==> src/sv/emx_pkg.sv <==
// Shared types, codes and constants of the ElGamal modular exponentiation engine.
// No dependencies; every other file of the block imports this package.
`default_nettype none
package emx_pkg;

	// Value width of the modulus, operands and results.
	localparam int W  = 16;
	// Width of a full product of two values.
	localparam int DW = 2 * W;
	// Width of the signed Bezout coefficients (magnitude up to the modulus).
	localparam int TW = W + 2;

	localparam logic [W-1:0] MODULUS_RST     = W'(9979);
	localparam logic [W-1:0] GENERATOR_RST   = W'(2);
	localparam logic [W-1:0] PRIVATE_KEY_RST = W'(1);

	// Configuration register indexes.
	localparam logic [1:0] REG_MODULUS     = 2'd0;
	localparam logic [1:0] REG_GENERATOR   = 2'd1;
	localparam logic [1:0] REG_PRIVATE_KEY = 2'd2;

	localparam logic OP_ENCRYPT = 1'b0;
	localparam logic OP_DECRYPT = 1'b1;

	typedef struct packed {
		logic         op;
		logic [W-1:0] message;
		logic [W-1:0] ephemeral_exponent;
		logic [W-1:0] cipher_first;
		logic [W-1:0] cipher_second;
	} item_t;

	typedef struct packed {
		logic [W-1:0] out_first;
		logic [W-1:0] out_second;
		logic [W-1:0] recovered;
		logic         status;
	} result_t;

	typedef struct packed {
		logic [W-1:0] modulus;
		logic [W-1:0] generator;
		logic [W-1:0] private_key;
	} cfg_t;

	// Datapath operations.
	localparam logic [3:0] DP_NONE  = 4'd0;
	localparam logic [3:0] DP_LOAD  = 4'd1;
	localparam logic [3:0] DP_PINIT = 4'd2;
	localparam logic [3:0] DP_MUL   = 4'd3;
	localparam logic [3:0] DP_WB    = 4'd4;
	localparam logic [3:0] DP_SHIFT = 4'd5;
	localparam logic [3:0] DP_EINIT = 4'd6;
	localparam logic [3:0] DP_EDIV  = 4'd7;
	localparam logic [3:0] DP_EMUL  = 4'd8;
	localparam logic [3:0] DP_EUPD  = 4'd9;
	localparam logic [3:0] DP_FAIL  = 4'd10;

	// Power setup selects: base and exponent sources.
	localparam logic [2:0] PI_GEN_KEY = 3'd0;
	localparam logic [2:0] PI_ACC_EPH = 3'd1;
	localparam logic [2:0] PI_GEN_EPH = 3'd2;
	localparam logic [2:0] PI_INV_KEY = 3'd3;

	// Multiply selects.
	localparam logic [2:0] MU_ACC_BASE = 3'd0;
	localparam logic [2:0] MU_BASE_SQ  = 3'd1;
	localparam logic [2:0] MU_MSG_ACC  = 3'd2;
	localparam logic [2:0] MU_C1_ONE   = 3'd3;
	localparam logic [2:0] MU_C2_ACC   = 3'd4;

	// Write-back destinations of a reduced product.
	localparam logic [2:0] WB_ACC  = 3'd0;
	localparam logic [2:0] WB_BASE = 3'd1;
	localparam logic [2:0] WB_O2   = 3'd2;
	localparam logic [2:0] WB_A    = 3'd3;
	localparam logic [2:0] WB_REC  = 3'd4;

	typedef struct packed {
		logic [3:0] op;
		logic [2:0] sel;
	} dp_cmd_t;

	typedef struct packed {
		logic op;
		logic expo_zero;
		logic expo_lsb;
		logic div_done;
		logic r1_zero;
		logic r0_one;
		logic p_lt2;
	} dp_stat_t;

endpackage
`default_nettype wire

==> src/sv/emx_div.sv <==
// Iterative restoring divider: double-width dividend by a single-width divisor,
// four quotient bits per cycle. Depends on emx_pkg.
`default_nettype none
module emx_div import emx_pkg::*; (
	input  wire logic          clk,
	input  wire logic          arst_n,
	input  wire logic          start,
	input  wire logic [DW-1:0] num,
	input  wire logic [W-1:0]  den,
	output logic      [DW-1:0] quo,
	output logic      [W-1:0]  rem,
	output logic               done
);
	localparam int STEPS = 4;
	localparam int CYC   = DW / STEPS;
	localparam int CW    = $clog2(CYC);

	logic [DW-1:0] quo_q, quo_d;
	logic [W-1:0]  rem_q, rem_d, den_q;
	logic [CW-1:0] cnt_q;
	logic          run_q, done_q;

	always_comb begin
		logic [W:0] t;
		logic       ge;
		quo_d = quo_q;
		rem_d = rem_q;
		for (int k = 0; k < STEPS; k++) begin
			t     = {rem_d, quo_d[DW-1]};
			ge    = (t >= {1'b0, den_q});
			quo_d = {quo_d[DW-2:0], ge};
			rem_d = ge ? W'(t - {1'b0, den_q}) : t[W-1:0];
		end
	end

	always_ff @(posedge clk or negedge arst_n) begin
		if (!arst_n) begin
			run_q  <= 1'b0;
			done_q <= 1'b0;
			cnt_q  <= '0;
		end else begin
			done_q <= 1'b0;
			if (start) begin
				run_q <= 1'b1;
				cnt_q <= '0;
			end else if (run_q) begin
				cnt_q <= cnt_q + CW'(1);
				if (cnt_q == CW'(CYC - 1)) begin
					run_q  <= 1'b0;
					done_q <= 1'b1;
				end
			end
		end
	end

	always_ff @(posedge clk) begin
		if (start) begin
			quo_q <= num;
			rem_q <= '0;
			den_q <= den;
		end else if (run_q) begin
			quo_q <= quo_d;
			rem_q <= rem_d;
		end
	end

	assign quo  = quo_q;
	assign rem  = rem_q;
	assign done = done_q;
endmodule
`default_nettype wire

==> src/sv/emx_dp.sv <==
// Datapath: operand registers, modular multiply through the shared divider,
// and the extended Euclid registers. Depends on emx_pkg and emx_div.
`default_nettype none
module emx_dp import emx_pkg::*; (
	input  wire logic     clk,
	input  wire logic     arst_n,
	input  wire dp_cmd_t  cmd,
	input  wire cfg_t     cfg,
	input  wire item_t    item,
	output dp_stat_t      stat,
	output result_t       res
);
	item_t               item_q;
	logic [W-1:0]        p_q, acc_q, base_q, expo_q, o2_q, rec_q, r0_q, r1_q;
	logic                st_q;
	logic signed [TW-1:0] t0_q, t1_q, qt_q;

	logic [W-1:0]  ma, mb, inv;
	logic [DW-1:0] prod, div_num, div_quo;
	logic [W-1:0]  div_den, div_rem;
	logic          div_start, div_done;
	logic signed [TW-1:0]  inv_s;
	logic signed [TW+W:0]  qt_full;

	always_comb begin
		case (cmd.sel)
			MU_ACC_BASE: begin ma = acc_q;               mb = base_q; end
			MU_BASE_SQ:  begin ma = base_q;              mb = base_q; end
			MU_MSG_ACC:  begin ma = item_q.message;      mb = acc_q;  end
			MU_C1_ONE:   begin ma = item_q.cipher_first; mb = W'(1);  end
			MU_C2_ACC:   begin ma = item_q.cipher_second; mb = acc_q; end
			default:     begin ma = '0;                  mb = '0;     end
		endcase
	end

	assign prod      = {{W{1'b0}}, ma} * {{W{1'b0}}, mb};
	assign div_start = (cmd.op == DP_MUL) || (cmd.op == DP_EDIV);
	assign div_num   = (cmd.op == DP_MUL) ? prod : {{W{1'b0}}, r0_q};
	assign div_den   = (cmd.op == DP_MUL) ? p_q : r1_q;

	emx_div u_div (
		.clk    (clk),
		.arst_n (arst_n),
		.start  (div_start),
		.num    (div_num),
		.den    (div_den),
		.quo    (div_quo),
		.rem    (div_rem),
		.done   (div_done)
	);

	// A negative coefficient is brought into range by one add of the modulus.
	assign inv_s   = t0_q[TW-1] ? t0_q + $signed({2'b00, p_q}) : t0_q;
	assign inv     = inv_s[W-1:0];
	assign qt_full = $signed({1'b0, div_quo[W-1:0]}) * t1_q;

	always_ff @(posedge clk or negedge arst_n) begin
		if (!arst_n) begin
			st_q <= 1'b0;
		end else if (cmd.op == DP_LOAD) begin
			st_q <= 1'b0;
		end else if (cmd.op == DP_FAIL) begin
			st_q <= 1'b1;
		end
	end

	always_ff @(posedge clk) begin
		unique case (cmd.op)
			DP_LOAD: begin
				item_q <= item;
				p_q    <= (cfg.modulus < W'(2)) ? W'(1) : cfg.modulus;
				o2_q   <= '0;
				rec_q  <= '0;
			end
			DP_PINIT: begin
				acc_q <= (p_q == W'(1)) ? W'(0) : W'(1);
				case (cmd.sel)
					PI_GEN_KEY: begin base_q <= cfg.generator; expo_q <= cfg.private_key; end
					PI_ACC_EPH: begin base_q <= acc_q; expo_q <= item_q.ephemeral_exponent; end
					PI_GEN_EPH: begin
						base_q <= cfg.generator;
						expo_q <= item_q.ephemeral_exponent;
					end
					default:    begin base_q <= inv; expo_q <= cfg.private_key; end
				endcase
			end
			DP_WB: begin
				case (cmd.sel)
					WB_ACC:  acc_q  <= div_rem;
					WB_BASE: base_q <= div_rem;
					WB_O2:   o2_q   <= div_rem;
					WB_A:    r1_q   <= div_rem;
					WB_REC:  rec_q  <= div_rem;
					default: ;
				endcase
			end
			DP_SHIFT: expo_q <= expo_q >> 1;
			DP_EINIT: begin
				r0_q <= p_q;
				t0_q <= '0;
				t1_q <= TW'(1);
			end
			DP_EMUL: qt_q <= qt_full[TW-1:0];
			DP_EUPD: begin
				r0_q <= r1_q;
				r1_q <= div_rem;
				t0_q <= t1_q;
				t1_q <= t0_q - qt_q;
			end
			DP_NONE, DP_MUL, DP_EDIV, DP_FAIL: ;
			default: ;
		endcase
	end

	assign stat.op        = item_q.op;
	assign stat.expo_zero = (expo_q == '0);
	assign stat.expo_lsb  = expo_q[0];
	assign stat.div_done  = div_done;
	assign stat.r1_zero   = (r1_q == '0);
	assign stat.r0_one    = (r0_q == W'(1));
	assign stat.p_lt2     = (p_q < W'(2));

	assign res.out_first  = (item_q.op == OP_DECRYPT) ? '0 : acc_q;
	assign res.out_second = (item_q.op == OP_DECRYPT) ? '0 : o2_q;
	assign res.recovered  = rec_q;
	assign res.status     = st_q;
endmodule
`default_nettype wire

==> src/sv/emx_ctrl.sv <==
// Controller state machine: sequences the exponentiations, the reductions and
// the extended Euclid loop on the datapath. Depends on emx_pkg.
`default_nettype none
module emx_ctrl import emx_pkg::*; (
	input  wire logic     clk,
	input  wire logic     arst_n,
	input  wire logic     start,
	input  wire dp_stat_t stat,
	output dp_cmd_t       cmd,
	output logic          busy,
	output logic          done
);
	localparam logic [4:0] S_IDLE  = 5'd0;
	localparam logic [4:0] S_DISP  = 5'd1;
	localparam logic [4:0] S_PINIT = 5'd2;
	localparam logic [4:0] S_PCHK  = 5'd3;
	localparam logic [4:0] S_PMUL  = 5'd4;
	localparam logic [4:0] S_PMW   = 5'd5;
	localparam logic [4:0] S_PSQR  = 5'd6;
	localparam logic [4:0] S_PSW   = 5'd7;
	localparam logic [4:0] S_PSHF  = 5'd8;
	localparam logic [4:0] S_XMUL  = 5'd9;
	localparam logic [4:0] S_XW    = 5'd10;
	localparam logic [4:0] S_EINIT = 5'd11;
	localparam logic [4:0] S_ECHK  = 5'd12;
	localparam logic [4:0] S_EDIV  = 5'd13;
	localparam logic [4:0] S_EDW   = 5'd14;
	localparam logic [4:0] S_EMUL  = 5'd15;
	localparam logic [4:0] S_EUPD  = 5'd16;
	localparam logic [4:0] S_DONE  = 5'd17;

	// Phases of an operation.
	localparam logic [2:0] PH_Y   = 3'd0;
	localparam logic [2:0] PH_T   = 3'd1;
	localparam logic [2:0] PH_O2  = 3'd2;
	localparam logic [2:0] PH_O1  = 3'd3;
	localparam logic [2:0] PH_RED = 3'd4;
	localparam logic [2:0] PH_INV = 3'd5;
	localparam logic [2:0] PH_REC = 3'd6;

	logic [4:0] state_q, state_d;
	logic [2:0] ph_q, ph_d;

	always_comb begin
		state_d = state_q;
		ph_d    = ph_q;
		cmd     = '{op: DP_NONE, sel: 3'd0};
		unique case (state_q)
			S_IDLE: if (start) begin
				cmd.op  = DP_LOAD;
				state_d = S_DISP;
			end
			S_DISP: begin
				if (stat.op == OP_DECRYPT) begin
					ph_d = PH_RED; state_d = S_XMUL;
				end else begin
					ph_d = PH_Y;   state_d = S_PINIT;
				end
			end
			S_PINIT: begin
				cmd.op = DP_PINIT;
				case (ph_q)
					PH_Y:    cmd.sel = PI_GEN_KEY;
					PH_T:    cmd.sel = PI_ACC_EPH;
					PH_O1:   cmd.sel = PI_GEN_EPH;
					default: cmd.sel = PI_INV_KEY;
				endcase
				state_d = S_PCHK;
			end
			S_PCHK: begin
				if (stat.expo_zero) begin
					case (ph_q)
						PH_Y:    begin ph_d = PH_T;   state_d = S_PINIT; end
						PH_T:    begin ph_d = PH_O2;  state_d = S_XMUL;  end
						PH_INV:  begin ph_d = PH_REC; state_d = S_XMUL;  end
						default: state_d = S_DONE;
					endcase
				end else begin
					state_d = stat.expo_lsb ? S_PMUL : S_PSQR;
				end
			end
			S_PMUL: begin
				cmd = '{op: DP_MUL, sel: MU_ACC_BASE};
				state_d = S_PMW;
			end
			S_PMW: if (stat.div_done) begin
				cmd = '{op: DP_WB, sel: WB_ACC};
				state_d = S_PSQR;
			end
			S_PSQR: begin
				cmd = '{op: DP_MUL, sel: MU_BASE_SQ};
				state_d = S_PSW;
			end
			S_PSW: if (stat.div_done) begin
				cmd = '{op: DP_WB, sel: WB_BASE};
				state_d = S_PSHF;
			end
			S_PSHF: begin
				cmd.op  = DP_SHIFT;
				state_d = S_PCHK;
			end
			S_XMUL: begin
				cmd.op = DP_MUL;
				case (ph_q)
					PH_O2:   cmd.sel = MU_MSG_ACC;
					PH_RED:  cmd.sel = MU_C1_ONE;
					default: cmd.sel = MU_C2_ACC;
				endcase
				state_d = S_XW;
			end
			S_XW: if (stat.div_done) begin
				cmd.op = DP_WB;
				case (ph_q)
					PH_O2:   begin cmd.sel = WB_O2; ph_d = PH_O1; state_d = S_PINIT; end
					PH_RED:  begin cmd.sel = WB_A;  state_d = S_EINIT; end
					default: begin cmd.sel = WB_REC; state_d = S_DONE; end
				endcase
			end
			S_EINIT: begin
				if (stat.p_lt2 || stat.r1_zero) begin
					cmd.op = DP_FAIL; state_d = S_DONE;
				end else begin
					cmd.op = DP_EINIT; state_d = S_ECHK;
				end
			end
			S_ECHK: begin
				if (stat.r1_zero) begin
					if (stat.r0_one) begin
						ph_d = PH_INV; state_d = S_PINIT;
					end else begin
						cmd.op = DP_FAIL; state_d = S_DONE;
					end
				end else begin
					state_d = S_EDIV;
				end
			end
			S_EDIV: begin
				cmd.op  = DP_EDIV;
				state_d = S_EDW;
			end
			S_EDW: if (stat.div_done) state_d = S_EMUL;
			S_EMUL: begin
				cmd.op  = DP_EMUL;
				state_d = S_EUPD;
			end
			S_EUPD: begin
				cmd.op  = DP_EUPD;
				state_d = S_ECHK;
			end
			S_DONE: state_d = S_IDLE;
			default: state_d = S_IDLE;
		endcase
	end

	always_ff @(posedge clk or negedge arst_n) begin
		if (!arst_n) begin
			state_q <= S_IDLE;
			ph_q    <= PH_Y;
		end else begin
			state_q <= state_d;
			ph_q    <= ph_d;
		end
	end

	assign busy = (state_q != S_IDLE);
	assign done = (state_q == S_DONE);
endmodule
`default_nettype wire

==> src/sv/elgamal_modexp_engine.sv <==
// Top level of the ElGamal modular exponentiation engine: configuration
// registers, controller and datapath. Depends on emx_pkg, emx_ctrl and emx_dp.
//
// Channel        Ports                                  Beat
// command        start, busy, item                      start && !busy
// result         done, result                           done (one cycle)
// configuration  cfg_we, cfg_index, cfg_data            cfg_we
//
// One item is worked on at a time; busy stays high from the accepting edge
// through the cycle in which done is shown. Each modular multiply is one
// product feeding the shared divider, which retires four quotient bits a
// cycle; an exponent bit costs up to two multiplies. Encrypt runs three
// exponentiations; decrypt runs the Euclid loop and one exponentiation.
// Reset clears the controller and restores the register defaults. The
// receiver cannot stall: the result beat is there for exactly one cycle.
`default_nettype none
module elgamal_modexp_engine import emx_pkg::*; (
	input  wire logic         clk,
	input  wire logic         arst_n,
	input  wire logic         start,
	output logic              busy,
	input  wire item_t        item,
	output logic              done,
	output result_t           result,
	input  wire logic         cfg_we,
	input  wire logic [1:0]   cfg_index,
	input  wire logic [W-1:0] cfg_data
);
	cfg_t     cfg_q;
	dp_cmd_t  cmd;
	dp_stat_t stat;

	// Writes to an index beyond the three registers are dropped.
	always_ff @(posedge clk or negedge arst_n) begin
		if (!arst_n) begin
			cfg_q.modulus     <= MODULUS_RST;
			cfg_q.generator   <= GENERATOR_RST;
			cfg_q.private_key <= PRIVATE_KEY_RST;
		end else if (cfg_we) begin
			unique case (cfg_index)
				REG_MODULUS:     cfg_q.modulus     <= cfg_data;
				REG_GENERATOR:   cfg_q.generator   <= cfg_data;
				REG_PRIVATE_KEY: cfg_q.private_key <= cfg_data;
				default: ;
			endcase
		end
	end

	emx_ctrl u_ctrl (
		.clk    (clk),
		.arst_n (arst_n),
		.start  (start),
		.stat   (stat),
		.cmd    (cmd),
		.busy   (busy),
		.done   (done)
	);

	emx_dp u_dp (
		.clk    (clk),
		.arst_n (arst_n),
		.cmd    (cmd),
		.cfg    (cfg_q),
		.item   (item),
		.stat   (stat),
		.res    (result)
	);
endmodule
`default_nettype wire
==> config.mk <==
export PLATFORM = sky130hd
export DESIGN_NAME = elgamal_modexp_engine
export DESIGN_NICKNAME = d
export VERILOG_FILES = /design/src/sv/emx_pkg.sv /design/src/sv/emx_div.sv /design/src/sv/emx_dp.sv /design/src/sv/emx_ctrl.sv /design/src/sv/elgamal_modexp_engine.sv
export SDC_FILE = /design/constraint.sdc
export NUM_CORES = 2
export LEC_CHECK = 0
export BUFFER_PORTS_ARGS = -buffer_cell sky130_fd_sc_hd__buf_4
export CAP_MARGIN = 20
export CORE_AREA = 2 2 280 282
export DETAILED_ROUTE_END_ITERATION = 8
export DIE_AREA = 0 0 282 284
export HOLD_SLACK_MARGIN = 0.03
export SYNTH_ARGS = -nofsm -noshare
export SYNTH_HDL_FRONTEND = slang
export SYNTH_SLANG_ARGS = --single-unit
==> constraint.sdc <==
create_clock -name clk -period 9.7 [get_ports clk]
set_input_delay 1.94 -clock clk [delete_from_list [all_inputs] [get_ports clk]]
set_output_delay 1.94 -clock clk [all_outputs]
set_load 0.01 [all_outputs]
==> metrics.log <==
[metrics] Min-Delay Path Depth: 0
[metrics] share of the clock period used by the worst path after layout: 96.5%
[metrics] Layout Nets: 4358
[metrics] delay contributed by the slowest stage of the critical path: 0.57 ns
[metrics] Register Area: 10700 um^2
[metrics] Floorplan Core Area: 77000 um^2
[metrics] Die H: 284 um
[metrics] vias in the first global route: 26600
[metrics] estimated wirelength of the detail-placed design: 83200 um
[metrics] post-synthesis average cell area: 9.70 um^2
[metrics] Site Rows: 102
[metrics] Final Instance Area: 38800 um^2
[metrics] initial cell density of the core: 44.7%
[metrics] total die area: 80100 um^2
[metrics] area delta synth->final: 12.9%
[metrics] Worst Clk Skew: 0.0444 ns
[metrics] unrepaired setup endpoints after global routing: true
[metrics] library cell used as clock root buffer: clkbuf_16
[metrics] total routing resource utilization after global routing: 26.9%
[metrics] Port-buffer cells: 137
[metrics] Synth Flop Type: edfxtp_1
[metrics] drt wl/cell: 22.4 um
[metrics] level count of the clock H-tree: 2
[metrics] hold path startpoint: cfg_q[40]$_DFFE_PN0P_
[metrics] WS Path Type: register to register
[metrics] run status: completed
[metrics] Commonest cells post-synth: 491 x nand2_1, 466 x inv_1, 308 x fa_1, 295 x edfxtp_1, 256 x ha_1
[metrics] number of failing hold endpoints at the final stage: 0
[metrics] number of flip-flops and latches in the synthesized netlist: 373
[metrics] maximum fanout encountered on the critical timing path: 21
[metrics] last weighted congestion value of the routability-driven placer: 0.974
[metrics] max-slew violation total from the final report: 0
[metrics] final setup fails: 0
[metrics] Clk Latency, worst-skew pair: 0.62 ns
[metrics] capturing element type of the critical path: register
[metrics] Placed Instance Area: 37100 um^2
[metrics] count of flip-flops with a built-in enable after synthesis: 295
[metrics] worst-case setup slack after placement: -0.101 ns
[metrics] max-cap check violation count: 0
[metrics] proportion of register bits with asynchronous set or reset after synthesis: 16.6%
[metrics] I/O pin count: 138
[metrics] # hold bufs at CTS: 0
[metrics] TritonCTS buffer count: 43
[metrics] floorplan die width: 282 um
[metrics] minimum clock period: 9.36 ns
[metrics] maximum achievable frequency: 107 MHz
[metrics] Crit Reg-Reg Startpoint: u_dp.u_div.den_q[10]$_DFFE_PN_
[metrics] number of distinct library cell variants in the gate-level netlist after synthesis: 92
[metrics] area used by multi-input combinational logic: 21500 um^2
[metrics] top cells by area in the synthesized netlist: edfxtp_1 26%, fa_1 18%, ha_1 9.3%, nand2_1 5.4%, inv_1 5.1%
[metrics] clock-pin slew on the worst setup and hold paths: 0.06 ns
[metrics] type of the worst min-delay path: register to register
[metrics] most instantiated library cell after synthesis: nand2_1
[metrics] WHS Endpoint: u_dp.p_q[8]$_SDFFCE_PN0P_
[metrics] first-pass iteration count of the detailed router: 8
[metrics] CTS sink count: 373
[metrics] Routed WL: 107000 um
[metrics] fillers: 7194
[metrics] post-detailed-route via-to-cell ratio: 5.58
[metrics] area of the mapped netlist: 34400 um^2
[metrics] TritonCTS clock tree: yes
[metrics] Residual DRC: 0
[metrics] Synth top area share: 25.8%
[metrics] Slew @ Worst Pin: 1.11 ns
[metrics] sequential area share after synthesis: 31.3%
[metrics] endpoint of the lowest-slack register-to-register path: u_dp.u_div.rem[12]$_SDFFE_PN0P_
[metrics] crit path setup slack, layout: 0.337 ns
[metrics] total of warnings raised by yosys: 0
[metrics] relative slew slack: 26.0%
[metrics] kind of launch point of the worst setup path: register
[metrics] R2R Setup Slk: 0.34 ns
[metrics] pin count of the biggest net entering global routing: 74
[metrics] total gr overflow: 0
[metrics] total via count after detailed routing: 26700
[metrics] number of antenna violations at the first check in global routing: 1
[metrics] CP Data Arrival Time: 9.86 ns
[metrics] number of nets with antenna violations after routing: 0
[metrics] syn nets: 4194
[metrics] layout cells sized above 1: 13.9%
[metrics] most area-hungry cell type in the Yosys netlist: edfxtp_1
[metrics] required time reported for the critical path endpoint: 10.20 ns
[metrics] WHS: 0.463 ns
[metrics] wire length of the first global-routing pass: 163000 um
[metrics] R2R cell count: 38
[metrics] synthesized instance count: 3543
[metrics] deepest clock path buffer count: 3
[metrics] highest-delay cell along the critical path: or4_1
[metrics] Detailed Route Iter0 Violations: 2489
[metrics] final core area utilization: 50.4%
how the worst max path moves through the flow:
stage | start | cells past startpoint | slack [ns] | endpoint
floorplan | u_dp.u_div.den_q[1]$_DFFE_PN_ | 40 | 0.34 | u_dp.u_div.rem[14]$_SDFFE_PN0P_
global placement | u_dp.u_div.den_q[6]$_DFFE_PN_ | 38 | 0.06 | u_dp.u_div.rem[12]$_SDFFE_PN0P_
detailed placement | u_dp.u_div.den_q[6]$_DFFE_PN_ | 39 | -0.10 | u_dp.u_div.rem[12]$_SDFFE_PN0P_
CTS | u_dp.u_div.den_q[6]$_DFFE_PN_ | 36 | 0.03 | u_dp.u_div.rem[12]$_SDFFE_PN0P_
global route | u_dp.u_div.den_q[10]$_DFFE_PN_ | 40 | -0.05 | u_dp.u_div.rem[12]$_SDFFE_PN0P_
finish | u_dp.u_div.den_q[10]$_DFFE_PN_ | 38 | 0.34 | u_dp.u_div.rem[12]$_SDFFE_PN0P_
per-layer routing:
metal	global-route usage [%]	vias to the layer above	share of wire (%)	wire length (um)
li1	-	12300	-	-
met1	38.0	13200	44	46700
met2	42.1	1045	46	48700
met3	4.40	194	7.4	7910
met4	8.96	0	3.4	3690
met5	0	-	0	0
critical path: cells and delay by family, from the launching register on:
family | cells | cell delay, ns
simple gates | 8 | 1.95
fa+ha+maj | 4 | 1.25
mux | 3 | 0.72
buf+inv | 5 | 0.97
flops | 1 | 0.38
compound gates | 18 | 3.96
registers in the layout, summed over array words and instances, names as in the netlist:
signal            cells
u_dp.item_q          64
cfg_q                48
u_dp.u_div.quo       32
u_dp.qt_q            18
u_dp.t0_q            18
u_dp.t1_q            18
u_dp.acc_q           16
u_dp.base_q          16
u_dp.expo_q          16
u_dp.o2_q            16
u_dp.p_q             16
u_dp.r0_q            16
u_dp.r1_q            16
u_dp.rec_q           16
u_dp.u_div.den_q     16
u_dp.u_div.rem       16
u_ctrl.state_q        5
u_ctrl.ph_q           3
u_dp.u_div.cnt_q      3
u_dp.st_q             1
u_dp.stat             1
u_dp.u_div.done       1
u_dp.u_div.run_q      1
area by class of cell:
| type | count | share of cell area, % |
|---|---|---|
| Clock inverter | 19 | 0.657 |
| Clock buffer | 58 | 3.14 |
| Inverter | 468 | 4.53 |
| Tap cell | 1040 | 3.35 |
| Antenna cell | 1 | 0.00645 |
| Timing Repair Buffer | 276 | 5.39 |
| Sequential cell | 373 | 27.7 |
| Multi-Input combinational cell | 2545 | 55.3 |
kinds of logic after synthesis:
group	synth area share [%]
multiplexers	4.24
buffers and inverters	6.97
flip-flops	31.3
AO/OA/AOI/OAI	11.5
XOR/XNOR	3.41
adder cells (fa/ha/maj)	27.2
AND/OR/NAND/NOR	15.4
cells in the final DEF, fill, tap and decap left out, types with 44 or more instances in the layout:
master,instances
mux2_2,85
nor2b_1,70
buf_4,274
mux2i_1,44
xnor2_1,97
nor2_1,216
o21ai_0,128
edfxtp_1,295
nand2_1,489
dfrtp_1,50
and2_1,123
fa_1,308
clkbuf_16,44
ha_1,255
inv_1,462
a21oi_1,118
nor3_1,48
what timing repair did:
item                                    in CTS  in global routing
gates resized for setup                      4                 41
endpoints found under the setup margin      13                 26
buffers inserted                             0                  7
cloned                                       0                  0
pin swaps                                    0                  6
per-stage QoR:
| stage | setup TNS, ns | instances |
|---|---|---|
| CTS | 0 | 4771 |
| floorplan | 0 | 3543 |
| global route | -0.0935 | 4779 |
| global placement | 0 | 4694 |
| finish | 0 | 4780 |
| detailed placement | -0.716 | 4694 |
Power is left out: the tool's default activity adds up to more than one toggle a clock period on the data nets, which glitch-free logic cannot reach.
